## config.mk

```make
export PLATFORM = sky130hd
export DESIGN_NAME = trackball_motion_to_report
export DESIGN_NICKNAME = d
export VERILOG_FILES = /design/src/sv/tmr_pkg.sv /design/src/sv/trackball_motion_to_report.sv
export VERILOG_INCLUDE_DIRS = /design/src /design/src/sv
export SDC_FILE = /design/constraint.sdc
export NUM_CORES = 1
export LEC_CHECK = 0
export BUFFER_PORTS_ARGS = -buffer_cell sky130_fd_sc_hd__buf_4
export CORE_MARGIN = 5
export CORE_UTILIZATION = 47
export CTS_CLUSTER_DIAMETER = 120
export DETAILED_ROUTE_END_ITERATION = 7
export GPL_TIMING_DRIVEN = 0
export PLACE_DENSITY_LB_ADDON = 0.15
export RECOVER_POWER = 25
export SLEW_MARGIN = 20
export SYNTH_ARGS = -nofsm -noshare
export SYNTH_HDL_FRONTEND = slang
export SYNTH_SLANG_ARGS = --single-unit
```

## constraint.sdc

```tcl
create_clock -name i_clk -period 4 [get_ports i_clk]
set_clock_uncertainty 0.1 [all_clocks]
set_input_delay 0.4 -clock i_clk [delete_from_list [all_inputs] [get_ports i_clk]]
set_output_delay 0.4 -clock i_clk [all_outputs]
set_load 0.01 [all_outputs]
```

## src/sv/assert_macros.svh

```systemverilog
// Assertion macros for the RTL of the trackball report block.
`ifndef ASSERT_MACROS_SVH
`define ASSERT_MACROS_SVH

`ifndef SYNTHESIS

// The consequent must hold in the same cycle as the antecedent.
`define ASSERT_SAME(label, clk, rst_n, ante, cons) \
    label: assert property (@(posedge clk) disable iff (!rst_n) (ante) |-> (cons)) \
        else $error("assertion failed: same-cycle implication");

// The consequent must hold in the cycle after the antecedent.
`define ASSERT_NEXT(label, clk, rst_n, ante, cons) \
    label: assert property (@(posedge clk) disable iff (!rst_n) (ante) |=> (cons)) \
        else $error("assertion failed: next-cycle implication");

`else

`define ASSERT_SAME(label, clk, rst_n, ante, cons)
`define ASSERT_NEXT(label, clk, rst_n, ante, cons)

`endif

`endif

```

## src/sv/tmr_pkg.sv

```systemverilog
// Types, codes and helper functions of the trackball motion to report block.
package tmr_pkg;

    // Command codes carried on the input tuser.
    typedef enum logic [1:0] {
        CMD_LOCAL  = 2'd0,
        CMD_REMOTE = 2'd1,
        CMD_REPORT = 2'd2
    } t_cmd;

    // Configuration register indexes.
    localparam logic [1:0] REG_SCROLL_DIV  = 2'd0;
    localparam logic [1:0] REG_LOCAL_BALL  = 2'd1;
    localparam logic [1:0] REG_REMOTE_BALL = 2'd2;

    localparam int CfgAddrW = 2;
    localparam int CfgDataW = 3;
    localparam int AccW     = 16;
    localparam int RepW     = 8;

    localparam logic signed [AccW-1:0] AccMax  = 16'sh7FFF;
    localparam logic signed [AccW-1:0] AccMin  = -16'sh8000;
    localparam logic signed [AccW-1:0] ClipMax = 16'sd127;
    localparam logic signed [AccW-1:0] ClipMin = -16'sd127;

    typedef logic signed [AccW-1:0] t_acc;

    // One mouse report.
    typedef struct packed {
        logic signed [RepW-1:0] scroll_v;
        logic signed [RepW-1:0] scroll_h;
        logic signed [RepW-1:0] move_y;
        logic signed [RepW-1:0] move_x;
    } t_report;

    // Add two 16-bit values and stick at the signed limits.
    function automatic t_acc sat_add(input t_acc a, input t_acc b);
        logic signed [AccW:0] sum;
        sum = 17'(a) + 17'(b);
        if (sum > 17'(AccMax)) begin
            return AccMax;
        end else if (sum < 17'(AccMin)) begin
            return AccMin;
        end
        return sum[AccW-1:0];
    endfunction

    // Clip to the symmetric report range.
    function automatic logic signed [RepW-1:0] clip127(input t_acc v);
        if (v > ClipMax) begin
            return ClipMax[RepW-1:0];
        end else if (v < ClipMin) begin
            return ClipMin[RepW-1:0];
        end
        return v[RepW-1:0];
    endfunction

endpackage

```

## src/sv/trackball_motion_to_report.sv

```systemverilog
// Top level: motion accumulators, report conversion and output skid buffer.
//
// Usage: motion and report requests arrive on the s_axis channel. tuser
// holds the command (local motion, remote motion, report request); tdata
// holds delta_x, delta_y and the scroll mode. Motion commands add into the
// matching saturating accumulator when that ball is present and give no
// output. A report request gives one transfer on m_axis carrying pointer
// and scroll values; pointer accumulators are cleared, scroll accumulators
// keep their remainder. The configuration port sets the scroll divisor and
// the two ball-present flags; the user must write it only while the block
// is idle, which the block itself does not enforce. Throughput: one item per
// cycle while s_axis_tready is high; the accumulator update and conversion
// finish in the cycle the item is taken, so the next item sees fresh state.
// When the receiver stalls, a two-entry output register (output stage plus
// skid stage) keeps accepting until both are full, then s_axis_tready drops.
// Reset (synchronous, active low) clears the accumulators, the
// configuration registers and both output stages.
`include "assert_macros.svh"

module trackball_motion_to_report #(
    parameter int DEFAULT_SCROLL_DIV = 4
) (
    input  logic        i_clk,
    input  logic        i_rst_n,
    // Configuration write port.
    input  logic        i_cfg_we,
    input  logic [1:0]  i_cfg_addr,
    input  logic [2:0]  i_cfg_data,
    // Input stream.
    input  logic        s_axis_tvalid,
    output logic        s_axis_tready,
    input  logic [39:0] s_axis_tdata,  // delta_x[15:0], delta_y[31:16], scroll_active[32]
    input  logic [1:0]  s_axis_tuser,  // cmd[1:0]
    // Output stream.
    output logic        m_axis_tvalid,
    input  logic        m_axis_tready,
    output logic [31:0] m_axis_tdata   // move_x[7:0], move_y[15:8], scroll_h[23:16],
                                       // scroll_v[31:24]
);

    localparam logic [2:0] DefShift = 3'(DEFAULT_SCROLL_DIV - 1);

    // Configuration registers.
    logic [2:0] r_scroll_div;
    logic       r_local_ball;
    logic       r_remote_ball;

    // Accumulators.
    tmr_pkg::t_acc r_local_x, r_local_y, r_remote_x, r_remote_y;
    tmr_pkg::t_acc n_local_x, n_local_y, n_remote_x, n_remote_y;

    // Output stage and skid stage.
    logic             r_out_valid, n_out_valid;
    tmr_pkg::t_report r_out_data, n_out_data;
    logic             r_skid_valid, n_skid_valid;
    tmr_pkg::t_report r_skid_data, n_skid_data;

    // Input fields.
    tmr_pkg::t_acc in_dx, in_dy;
    logic          in_scroll;
    logic          in_accept;
    logic          is_report;
    logic          remote_scroll;
    logic [2:0]    shift;
    tmr_pkg::t_acc rem_mask;
    tmr_pkg::t_report report;

    assign in_dx     = s_axis_tdata[15:0];
    assign in_dy     = s_axis_tdata[31:16];
    assign in_scroll = s_axis_tdata[32];

    assign s_axis_tready = !r_skid_valid;
    assign in_accept     = s_axis_tvalid && s_axis_tready;
    assign is_report     = (s_axis_tuser == tmr_pkg::CMD_REPORT);
    assign remote_scroll = in_scroll ^ r_local_ball;

    // Shift amount and the mask of the bits that a scroll report keeps.
    assign shift    = (r_scroll_div == 3'd0) ? DefShift : (r_scroll_div - 3'd1);
    assign rem_mask = tmr_pkg::t_acc'((16'd1 << shift) - 16'd1);

    // Configuration writes.
    always_ff @(posedge i_clk) begin
        if (!i_rst_n) begin
            r_scroll_div  <= 3'd0;
            r_local_ball  <= 1'b0;
            r_remote_ball <= 1'b0;
        end else if (i_cfg_we) begin
            case (i_cfg_addr)
                tmr_pkg::REG_SCROLL_DIV:  r_scroll_div  <= i_cfg_data;
                tmr_pkg::REG_LOCAL_BALL:  r_local_ball  <= i_cfg_data[0];
                tmr_pkg::REG_REMOTE_BALL: r_remote_ball <= i_cfg_data[0];
                default: ;
            endcase
        end
    end

    // Accumulator update and report conversion for one accepted item.
    always_comb begin
        n_local_x  = r_local_x;
        n_local_y  = r_local_y;
        n_remote_x = r_remote_x;
        n_remote_y = r_remote_y;
        report     = '0;
        if (in_accept) begin
            case (s_axis_tuser)
                tmr_pkg::CMD_LOCAL: begin
                    if (r_local_ball) begin
                        n_local_x = tmr_pkg::sat_add(r_local_x, in_dx);
                        n_local_y = tmr_pkg::sat_add(r_local_y, in_dy);
                    end
                end
                tmr_pkg::CMD_REMOTE: begin
                    if (r_remote_ball) begin
                        n_remote_x = tmr_pkg::sat_add(r_remote_x, in_dx);
                        n_remote_y = tmr_pkg::sat_add(r_remote_y, in_dy);
                    end
                end
                tmr_pkg::CMD_REPORT: begin
                    // The local ball first; the remote ball overrides its fields.
                    if (in_scroll) begin
                        report.scroll_h = tmr_pkg::clip127(r_local_x >>> shift);
                        report.scroll_v = tmr_pkg::clip127(r_local_y >>> shift);
                        n_local_x       = r_local_x & rem_mask;
                        n_local_y       = r_local_y & rem_mask;
                    end else begin
                        report.move_x = 8'(-tmr_pkg::clip127(r_local_x));
                        report.move_y = tmr_pkg::clip127(r_local_y);
                        n_local_x     = '0;
                        n_local_y     = '0;
                    end
                    if (remote_scroll) begin
                        report.scroll_h = tmr_pkg::clip127(r_remote_x >>> shift);
                        report.scroll_v = tmr_pkg::clip127(r_remote_y >>> shift);
                        n_remote_x      = r_remote_x & rem_mask;
                        n_remote_y      = r_remote_y & rem_mask;
                    end else begin
                        report.move_x = 8'(-tmr_pkg::clip127(r_remote_x));
                        report.move_y = tmr_pkg::clip127(r_remote_y);
                        n_remote_x    = '0;
                        n_remote_y    = '0;
                    end
                end
                default: ;
            endcase
        end
    end

    // Output and skid stages: a new report goes to the skid stage only while
    // the output stage is held by the receiver.
    always_comb begin
        n_out_valid  = r_out_valid;
        n_out_data   = r_out_data;
        n_skid_valid = r_skid_valid;
        n_skid_data  = r_skid_data;
        if (!r_out_valid || m_axis_tready) begin
            if (r_skid_valid) begin
                n_out_valid  = 1'b1;
                n_out_data   = r_skid_data;
                n_skid_valid = 1'b0;
            end else begin
                n_out_valid = in_accept && is_report;
                n_out_data  = report;
            end
        end else if (in_accept && is_report) begin
            n_skid_valid = 1'b1;
            n_skid_data  = report;
        end
    end

    always_ff @(posedge i_clk) begin
        if (!i_rst_n) begin
            r_local_x    <= '0;
            r_local_y    <= '0;
            r_remote_x   <= '0;
            r_remote_y   <= '0;
            r_out_valid  <= 1'b0;
            r_skid_valid <= 1'b0;
        end else begin
            r_local_x    <= n_local_x;
            r_local_y    <= n_local_y;
            r_remote_x   <= n_remote_x;
            r_remote_y   <= n_remote_y;
            r_out_valid  <= n_out_valid;
            r_skid_valid <= n_skid_valid;
        end
    end

    always_ff @(posedge i_clk) begin
        r_out_data  <= n_out_data;
        r_skid_data <= n_skid_data;
    end

    assign m_axis_tvalid = r_out_valid;
    assign m_axis_tdata  = r_out_data;

    // The skid stage is only ever filled behind a full output stage.
    `ASSERT_SAME(a_skid_behind_out, i_clk, i_rst_n, r_skid_valid, r_out_valid)

    // An accepted report always leaves a result waiting at the output.
    `ASSERT_NEXT(a_report_gives_out, i_clk, i_rst_n,
        in_accept && is_report, r_out_valid)

    // A local ball reported as pointer motion starts again from zero.
    `ASSERT_NEXT(a_pointer_clears, i_clk, i_rst_n,
        in_accept && is_report && !in_scroll, r_local_x == '0 && r_local_y == '0)

    // Local motion without a local ball leaves the local accumulator alone.
    `ASSERT_NEXT(a_no_ball_holds, i_clk, i_rst_n,
        in_accept && s_axis_tuser == tmr_pkg::CMD_LOCAL && !r_local_ball,
        $stable(r_local_x) && $stable(r_local_y))

endmodule
```

* Yosys cells after proc, flatten, opt, wreduce, memory -nomap -nowiden *
Cells that the tools add are included.

word-level totals
  output and inout port bits = 34
  register bits after elaboration = 135
  logic and storage cells = 207

cells by class
  reduce and logical (&&, ||, !) cells = 17
  muxes and demuxes = 123
  shift-type cells = 5
  bitwise operators = 7
  magnitude comparators = 24
  equal/unequal tests = 6
  add/subtract/negate cells = 8

operator list
  operator                                                         number
  two-way mux 16 bit                                               24
  two-way mux 8 bit                                                30
  greater-than comparator 16 x 8 -> 1 bit, second input constant   8
  less-than comparator 16 x 8 -> 1 bit, second input constant      8
  one-hot mux 16 bit (2 select lines)                              4
  two-way mux 32 bit                                               3
  adder 16 x 16 -> 17 bit                                          4
  greater-than comparator 17 x 16 -> 1 bit, second input constant  4
  less-than comparator 17 x 16 -> 1 bit, second input constant     4
  AND 16 bit                                                       4
  >>> shifter 16 x 3 -> 16 bit                                     4
  two-way mux 1 bit                                                61
  negation 8 bit                                                   2
  left shift 1 x 3 -> 16 bit, first input constant                 1
  subtractor 16 x 1 -> 16 bit, second input constant               1
  AND reduction 2 bit                                              4
  AND reduction 3 bit                                              2
  equality test 2 x 1 -> 1 bit, second input constant              2
  equality test 2 bit, second input constant                       2
  zero test 2 bit                                                  2
  != test 2 bit, second input constant                             2
  nonzero test 2 bit                                               2
  zero test 3 bit                                                  1
  two-way mux 3 bit                                                1
  other kinds (7)                                                  10

* Depth between registers and ports, before layout *
Gate-level depths: netlist (run 1).

  depth after elaboration = 16
  depth in mapped cells = 21

* Worst setup path before layout (run 1) *
Ideal clock, no wire load.

  kind = register to register
  from = reg r_scroll_div[0]
  to = reg r_remote_x[14]
  stages on the path, launching flop included = 21
  period minus slack after synthesis = 4.153 ns
  arrival = 3.921 ns
  data required time = 3.768 ns
  setup slack = -0.153 ns
  library setup time = 0.132 ns
  cell sequence = dfxtp_1 > buf_4 > inv_2 > clkbuf_1 > clkbuf_1 > ha_1 > inv_1 > ha_1 > buf_2 > inv_2 > buf_2 > buf_2 > buf_1 > nand2_1 > ha_1 > nand2b_1 > nor2_1 > o21ai_0 > o21ai_1 > a221oi_1 > nor3_1

between the ends
  cells in the longest elaborated chain, start to end = 7

RTL lines
  what                                                                 RTL line                           text
  start: declaration                                                   trackball_motion_to_report.sv:44   logic [2:0] r_scroll_div;
  start signal: assignment                                             trackball_motion_to_report.sv:89   tmr_pkg::REG_SCROLL_DIV: r_scroll_div <= i_cfg_data;
  subtractor 3 x 1 -> 3 bit / zero test 3 bit (equally long branches)  trackball_motion_to_report.sv:78   assign shift = (r_scroll_div == 3'd0) ? DefShift : (r_scroll_div - 3'd1);
  two-way mux 3 bit (*)                                                trackball_motion_to_report.sv:78
  left shift 1 x 3 -> 16 bit (*)                                       trackball_motion_to_report.sv:79   assign rem_mask = tmr_pkg::t_acc'((16'd1 << shift) - 16'd1);
  subtractor 16 x 1 -> 16 bit (*)                                      trackball_motion_to_report.sv:79
  AND 16 bit (*)                                                       trackball_motion_to_report.sv:134  n_remote_x = r_remote_x & rem_mask;
  two-way mux 16 bit (*)                                               trackball_motion_to_report.sv:131  if (remote_scroll) begin
  one-hot mux 16 bit (2 select lines) (*)                              trackball_motion_to_report.sv:105  case (s_axis_tuser)
  end signal: assignment                                               trackball_motion_to_report.sv:181  r_remote_x <= n_remote_x;
  end: declaration                                                     trackball_motion_to_report.sv:49   tmr_pkg::t_acc r_local_x, r_local_y, r_remote_x, r_remote_y;

Mark *: on every way between the ends. The rest lies on a longest branch, timed or not.
A chain may end at the register's enable or synchronous reset.

* Worst setup path after layout (run 1) *
  from = reg r_scroll_div[0]
  to = reg r_out_data, in the netlist m_axis_tdata[17], data pin

between the ends
  cells in the longest elaborated chain, start to end = 15

RTL lines
  what                                                                 RTL line                           text
  subtractor 3 x 1 -> 3 bit / zero test 3 bit (equally long branches)  trackball_motion_to_report.sv:78
  two-way mux 3 bit (*)                                                trackball_motion_to_report.sv:78
  >>> shifter 16 x 3 -> 16 bit                                         trackball_motion_to_report.sv:121  report.scroll_h = tmr_pkg::clip127(r_local_x >>> shift);
  less-than comparator 16 x 8 -> 1 bit                                 tmr_pkg.sv:52                      end else if (v < ClipMin) begin
  two-way mux 1 bit                                                    tmr_pkg.sv:52
  two-way mux 1 bit                                                    tmr_pkg.sv:50                      if (v > ClipMax) begin
  two-way mux 1 bit                                                    trackball_motion_to_report.sv:120  if (in_scroll) begin
  two-way mux 1 bit                                                    trackball_motion_to_report.sv:105
  two-way mux 1 bit                                                    trackball_motion_to_report.sv:104  if (in_accept) begin
  two-way mux 8 bit                                                    tmr_pkg.sv:55                      return v[RepW-1:0];
  two-way mux 16 bit                                                   trackball_motion_to_report.sv:120
  two-way mux 16 bit (*)                                               trackball_motion_to_report.sv:131
  two-way mux 32 bit (*)                                               trackball_motion_to_report.sv:105
  two-way mux 32 bit (*)                                               trackball_motion_to_report.sv:104
  two-way mux 32 bit (*)                                               trackball_motion_to_report.sv:156  if (r_skid_valid) begin
  end signal: assignment                                               trackball_motion_to_report.sv:189  r_out_data <= n_out_data;
  end: declaration                                                     trackball_motion_to_report.sv:54   tmr_pkg::t_report r_out_data, n_out_data;

Mark *: on every way between the ends. The rest lies on a longest branch, timed or not. The select of a mux whose other input is x is not followed.

==> results of run 1 <==
-- repair_timing --
| item | CTS | global route |
|---|---|---|
| endpoints found under the hold margin | 0 | 0 |
| buffers inserted | 3 | 1 |
| gates resized for setup | 53 | 29 |
| setup endpoints to repair | 90 | 59 |
| pin swaps | 1 | 1 |
-- power by group through the flow --
stage | combinational, uW | clock (uW) | sequential [uW]
after floorplan | 767 | 0 | 1550
after global placement | 1080 | 0 | 1570
after detailed placement | 1090 | 0 | 1570
after CTS | 1110 | 1660 | 1540
after global routing | 1230 | 1730 | 1540
final | 1140 | 1670 | 1540
-- through the flow --
| stage | std cells | hold slack [ns] | setup WS [ns] |
|---|---|---|---|
| final | 2042 | 0.112 | 0.102 |
| after global routing | 2042 | 0.139 | -0.0320 |
| after CTS | 2041 | 0.108 | 0.00244 |
| after detailed placement | 2006 | 0.410 | -1.80 |
| after global placement | 2004 | 0.404 | -1.82 |
| after floorplan | 1587 | 0.363 | 0.0891 |
-- tightest hold or removal path: cells and delay by family --
family | cells | cell delay [ns]
buffers and inverters | 1 | 0.08
and+or+nand+nor | 1 | 0.07
muxes | 1 | 0.06
-- how the worst max path moves through the flow --
stage	slack, ns	end	depth (start not counted)	start
2_1_floorplan	0.09	r_remote_x[14]	20	r_scroll_div[0]
3_3_place_gp	-1.82	r_local_x[14]	21	r_scroll_div[0]
3_5_place_dp	-1.80	r_local_x[14]	21	r_scroll_div[0]
4_1_cts	0.002	r_remote_y[6]	20	r_scroll_div[0]
5_1_grt	-0.03	m_axis_tdata[26]	17	r_scroll_div[0]
6_report	0.10	m_axis_tdata[17]	15	r_scroll_div[0]
-- state kept, by name, indices dropped and copies added (netlist names) --
register       cells
r_scroll_div       3
r_remote_ball      1
m_axis_tdata      32
r_remote_x        16
r_skid_data       32
r_local_x         16
r_local_y         16
r_local_ball       1
r_skid_valid       1
r_remote_y        16
m_axis_tvalid      1
-- logic make-up (layout without fill, tap and decap cells) --
logic type,count (synthesis),count (layout),synth area share (%)
AO/OA/AOI/OAI,557,557,28.0
AND/OR/NAND/NOR,524,524,19.3
flip-flops,135,135,26.1
buffers and inverters,135,249,4.80
multiplexers,96,96,9.62
adder cells (fa/ha/maj),81,81,8.10
XOR/XNOR,59,59,4.04
-- cell type report --
cell class / count / area (um^2)
fillers: 2632 / 12200
multi-input cells: 1317 / 9000
flip-flops and latches: 135 / 3340
plain buffers: 100 / 588
repair buffers: 82 / 538
clock buffers: 20 / 437
well taps: 341 / 427
clock inverters: 12 / 155
inverters: 35 / 143
-- per-layer routing --
layer,vias up,GRT usage [%],wire length (um)
met2,702,48.6,21600
met5,-,0,0
met3,124,5.88,4730
met4,0,13.0,1970
li1,6195,-,-
met1,6284,42.1,20800
-- layout by cell type (no fill, tap or decap), types with 45 or more instances in the layout --
master / n
nand3_1: 65
buf_4: 65
a21o_1: 45
edfxtp_1: 64
nor2_1: 120
dfxtp_1: 71
ha_1: 72
nor3_1: 47
a21oi_1: 158
nand2_1: 165
mux2i_1: 48
clkbuf_1: 80
o21ai_0: 125
==> impl_results.md, run 1 <==
* Status: complete, no violations
* Number of buffers created by CTS at 17
* Die H at around 170 um
* Setup crit start kind: register
* Worst r2r path cells at 15
* Clock Sinks at 135
* R2R Path End: m_axis_tdata[17]
* Maximum VDD drop at between 200 and 300 uV
* Bufs on Longest Clock Path at 2
* Post-Route Setup TNS at 0 ns
* Reg-to-reg slack, setup at 0.10 ns
* WS Path Type: register to register
* First-pass GRT wire length at about 74000 um
* Num rows at 60
* Final instance area at between 10000 and 15000 um^2
* Synthesis-to-layout area growth at 14.4%
* Logic gate share of total power at 26.3%
* Number of setup violations in the final report at 0
* Area leader, netlist: edfxtp_1
* RePlAce Congestion at approximately 0.98
* Sequential share of power at approximately 35%
* # hold bufs at CTS at 0
* Total global routing overflow at 0
* CTS Root Cell: clkbuf_16
* Switching part of the total at between 30% and 40%
* WL per Instance at about 24 um
* Clk pin slew, worst setup/hold paths at 0.06 ns
* Die Span X at between 150 and 200 um
* Int Pwr at 2910 uW
* Final Hold Vio Count at 0
* Power density of the placed cells at approximately 300 nW/um^2
* Crit-path slowest cell: a2111oi_4
* Crit-path cells: buf_6 -> inv_4 -> clkbuf_8 -> buf_8 -> ha_4 -> buf_6 -> buf_4 -> mux2i_1 -> mux2i_1 -> o2111ai_1 -> a2111oi_4 -> o311a_1 -> nor2_2 -> o31ai_2 -> nand3_1
* DR iter-0 viols at ~1500
* Worst slew pin tran at around 1.1 ns
* HP Start: i_cfg_data[2]
* Hold Path Depth at 3
* Max-slew headroom at between 20% and 30%
* Vias in the first global route at 12627
* Async SR Flop Fraction at 0%
* Final min period at ~3.9 ns
* Yosys cell types at about 90
* WP data arrival at approximately 4.0 ns
* Synthesized Nets at 1717
* Count leader, synth: nand2_1
* Layout cells sized above 1 at roughly an eighth
* Worst stage delay on the critical path at around 0.44 ns
* Max Cap Violations at 0
* WP buf/inv at 6
* Die area at 30600 um^2
* Tightest Hold Check Type: primary input to register
* Critical R2R Launch: r_scroll_div[0]
* Worst path required time at roughly 4.1 ns
* Clk pwr share at between 30% and 40%
* LEAKAGE at a little under 0.006 uW
* Critical Path End Type: register
* Clk_lat worst skew at ~0.44 ns
* DRT Pass-1 Iters at 7
* Post-layout util at 54.5%
* Cells taking the most area after synthesis: edfxtp_1, dfxtp_1, ha_1
* Top Ports at 86
* Vias/cell at between 6 and 7
* Total wire length at 49100 um
* Worst Path Max Fanout at 12
* Synth cell count leaders: nand2_1, a21oi_1, o21ai_0
* Number of synthesized flops with an enable pin at between 60 and 70
* Syn Inst Count at roughly 1600
* Fin nets at about 1800
* Area of the core at 26900 um^2
* Fmax achieved at 0.257 GHz
* Pwr Total at between 4000 and 5000 uW
* YS warnings at 0
* Initial antenna violation count at 0
* Placed Area at 13900 um^2
* PortBufs at 76
* Synth Register Bits at 135
* HPWL after detailed placement at 37600 um
* # diodes at 0
* Initial Util at between 40% and 50%
* ANT nets after route at 0
* Final Max Tran Viols at 0
* H-tree levels at 4
* CTS tree: built
* Worst Hold Path EP: r_scroll_div[2]
* Largest net degree at the start of global routing at 24
* Sequential share of the synthesized area at 26.1%
* Cell Area, Synth at ~13000 um^2
* Family with the most delay on the worst path: compound AO/OA/AOI/OAI gates
* Top cell type's share of synthesized area at between 10% and 20%
* Via Count at 13305
* # DRC at 0
* Synthesized area per cell at between 8 and 9 um^2
* Total GRT Usage at 31.0%
* Top_reg_cell synth: dfxtp_1
* Switch Pwr at roughly 1400 uW
* Final worst-path cycle share at a little over nine tenths
Note: power is estimated with default switching activity, not from simulation.
==> inputs of run 2 (changes only) <==
CTS_BUF_LIST = sky130_fd_sc_hd__clkbuf_8   (was default)
HOLD_SLACK_MARGIN = 0.02   (was default)
==> run 2 against run 1 <==
Sequential power hardly changed. Count of clock-buffer cells in the layout fell by 3. Final cell count unchanged. Register-to-register slack got worse by 0.02 ns. Wire length is 0.44% lower. Sequential cell count unchanged. Fmax down 0.44%. Largest cell class unchanged. Highest routed layer unchanged.
==> impl_results.md, run 2 (synthesis results as in run 1) <==
* Status: complete, no violations
* Final worst-path cycle share at between 90 and 100%
* Initial antenna violation count at 0
* Number of setup violations in the final report at 0
* Worst stage delay on the critical path at 0.44 ns
* Crit-path slowest cell: a2111oi_4
* WS Path Type: register to register
* Int Pwr at 2540 uW
* Post-layout util at 53.7%
* Most frequent cells in the layout: nand2_1, a21oi_1, o21ai_0
* Number of buffers created by CTS at 17
* WP data arrival at 4.02 ns
* Die Span X at 175 um
* Synthesis-to-layout area growth at 12.9%
* Die area at a little over 30000 um^2
* WP buf/inv at 6
* Clk_lat worst skew at between 0.4 and 0.5 ns
* Vias in the first global route at between 10000 and 15000
* Setup crit start kind: register
* Vias/cell at between 6 and 7
* DR iter-0 viols at ~1500
* Fill count at around 2700
* Area of the multi-input gates at around 9000 um^2
* Fin nets at about 1800
* Total global routing overflow at 0
* ANT nets after route at 0
* HPWL after detailed placement at approximately 38000 um
* Via Count at roughly 13000
* Clk pwr share at roughly a third
* Final Max Tran Viols at 0
* Top Ports at 86
* Storage element area at roughly 3300 um^2
* Pwr Total at between 3000 and 4000 uW
* Area of the core at ~27000 um^2
* Switch Pwr at about 1400 uW
* Critical Path End Type: register
* Total wire length at roughly 49000 um
* LEAKAGE at 0.00584 uW
* Worst path required time at around 4.1 ns
* Sequential share of power at about two fifths
* WL per Instance at about 24 um
* Maximum VDD drop at 156 uV
* Num rows at 60
* CTS tree: built
* First-pass GRT wire length at 73500 um
* # DRC at 0
* Largest net degree at the start of global routing at 24
* Total GRT Usage at 30.8%
* H-tree levels at 4
* CTS Root Cell: clkbuf_8
* Switching part of the total at 35.2%
* Initial Util at a little under half
* # diodes at 0
* Fmax achieved at roughly 0.26 GHz
* # hold bufs at CTS at 0
* Crit-path cells: buf_6 -> inv_4 -> clkbuf_8 -> buf_8 -> ha_4 -> buf_6 -> buf_4 -> mux2i_1 -> mux2i_1 -> o2111ai_1 -> a2111oi_4 -> o311a_1 -> nor2_1 -> o31ai_2 -> nand3_1
* Power density of the placed cells at ~270 nW/um^2
* Commonest non-fill, non-tap cell in the layout: nand2_1
* Max-slew headroom at 28.7%
* Tightest Hold Check Type: primary input to register
* Clock Sinks at about 140
* Final Hold Vio Count at 0
* Final min period at a little under 4 ns
* Layout cells sized above 1 at around an eighth
* Family with the most delay on the worst path: compound AO/OA/AOI/OAI gates
* Bufs on Longest Clock Path at 2
* Worst slew pin tran at 1.07 ns
* Worst Path Max Fanout at 12
* DRT Pass-1 Iters at 6
* PortBufs at 76
* Logic gate share of total power at 29.2%
* RePlAce Congestion at a little under 1
* Clk pin slew, worst setup/hold paths at approximately 0.080 ns
* Max Cap Violations at 0
* Die H at roughly 170 um
==> run 2: final cells by class <==
| type | count | share of cell area, % |
|---|---|---|
| multi-input combinational | 1317 | 62.2 |
| sequential | 135 | 23.1 |
| buffer | 100 | 4.07 |
| timing repair buffer | 82 | 3.83 |
| tap | 341 | 2.95 |
| clock buffer | 17 | 1.62 |
| clock inverter | 15 | 1.15 |
| inverter | 35 | 0.988 |
==> run 2: final timing paths <==
check,cells past startpoint,endpoint,slack (ns),start
setup / recovery,15,m_axis_tdata[17],0.08,r_scroll_div[0]
hold / removal,3,r_scroll_div[2],0.08,i_cfg_data[2]
setup reg to reg,15,m_axis_tdata[17],0.08,r_scroll_div[0]
hold reg to reg,1,m_axis_tdata[3],0.42,r_skid_data[3]
==> run 2: worst min-delay path, delay by kind of cell <==
kind	cells	cell delay (ns)
buffers and inverters	1	0.08
muxes	1	0.06
and+or+nand+nor	1	0.07
==> run 2: timing repair <==
| action | CTS | global route |
|---|---|---|
| pin swaps | 2 | 1 |
| resized for setup | 53 | 26 |
| endpoints found under the setup margin | 90 | 60 |
| setup buffers | 3 | 1 |
| cloned | 0 | 0 |
==> run 2: power by group through the flow <==
| stage | logic, uW | registers, uW | clock network (uW) |
|---|---|---|---|
| after global placement | 1080 | 1570 | 0 |
| after detailed placement | 1090 | 1570 | 0 |
| after floorplan | 767 | 1550 | 0 |
| after global routing | 1230 | 1540 | 1300 |
| final | 1140 | 1540 | 1230 |
| after CTS | 1110 | 1540 | 1230 |
==> run 2: per-layer routing <==
layer	wire (um)	track usage (%)	up-vias
met3	4490	5.99	118
met5	0	0	-
met1	20900	41.8	6306
met4	1780	11.5	0
li1	-	-	6199
met2	21700	48.8	676
==> run 2: metrics by stage <==
step | cells | worst slack [ns] | TNS [ns] | area (um^2) | hold WS, ns
after floorplan | 1587 | 0.0891 | 0 | 12800 | 0.363
after global placement | 2004 | -1.82 | -112.12 | 13800 | 0.404
after detailed placement | 2006 | -1.80 | -87.04 | 13900 | 0.410
after CTS | 2041 | 0.000602 | 0 | 14400 | 0.0611
after global routing | 2042 | -0.0166 | -0.0181 | 14400 | 0.0919
final | 2042 | 0.0847 | 0 | 14400 | 0.0788
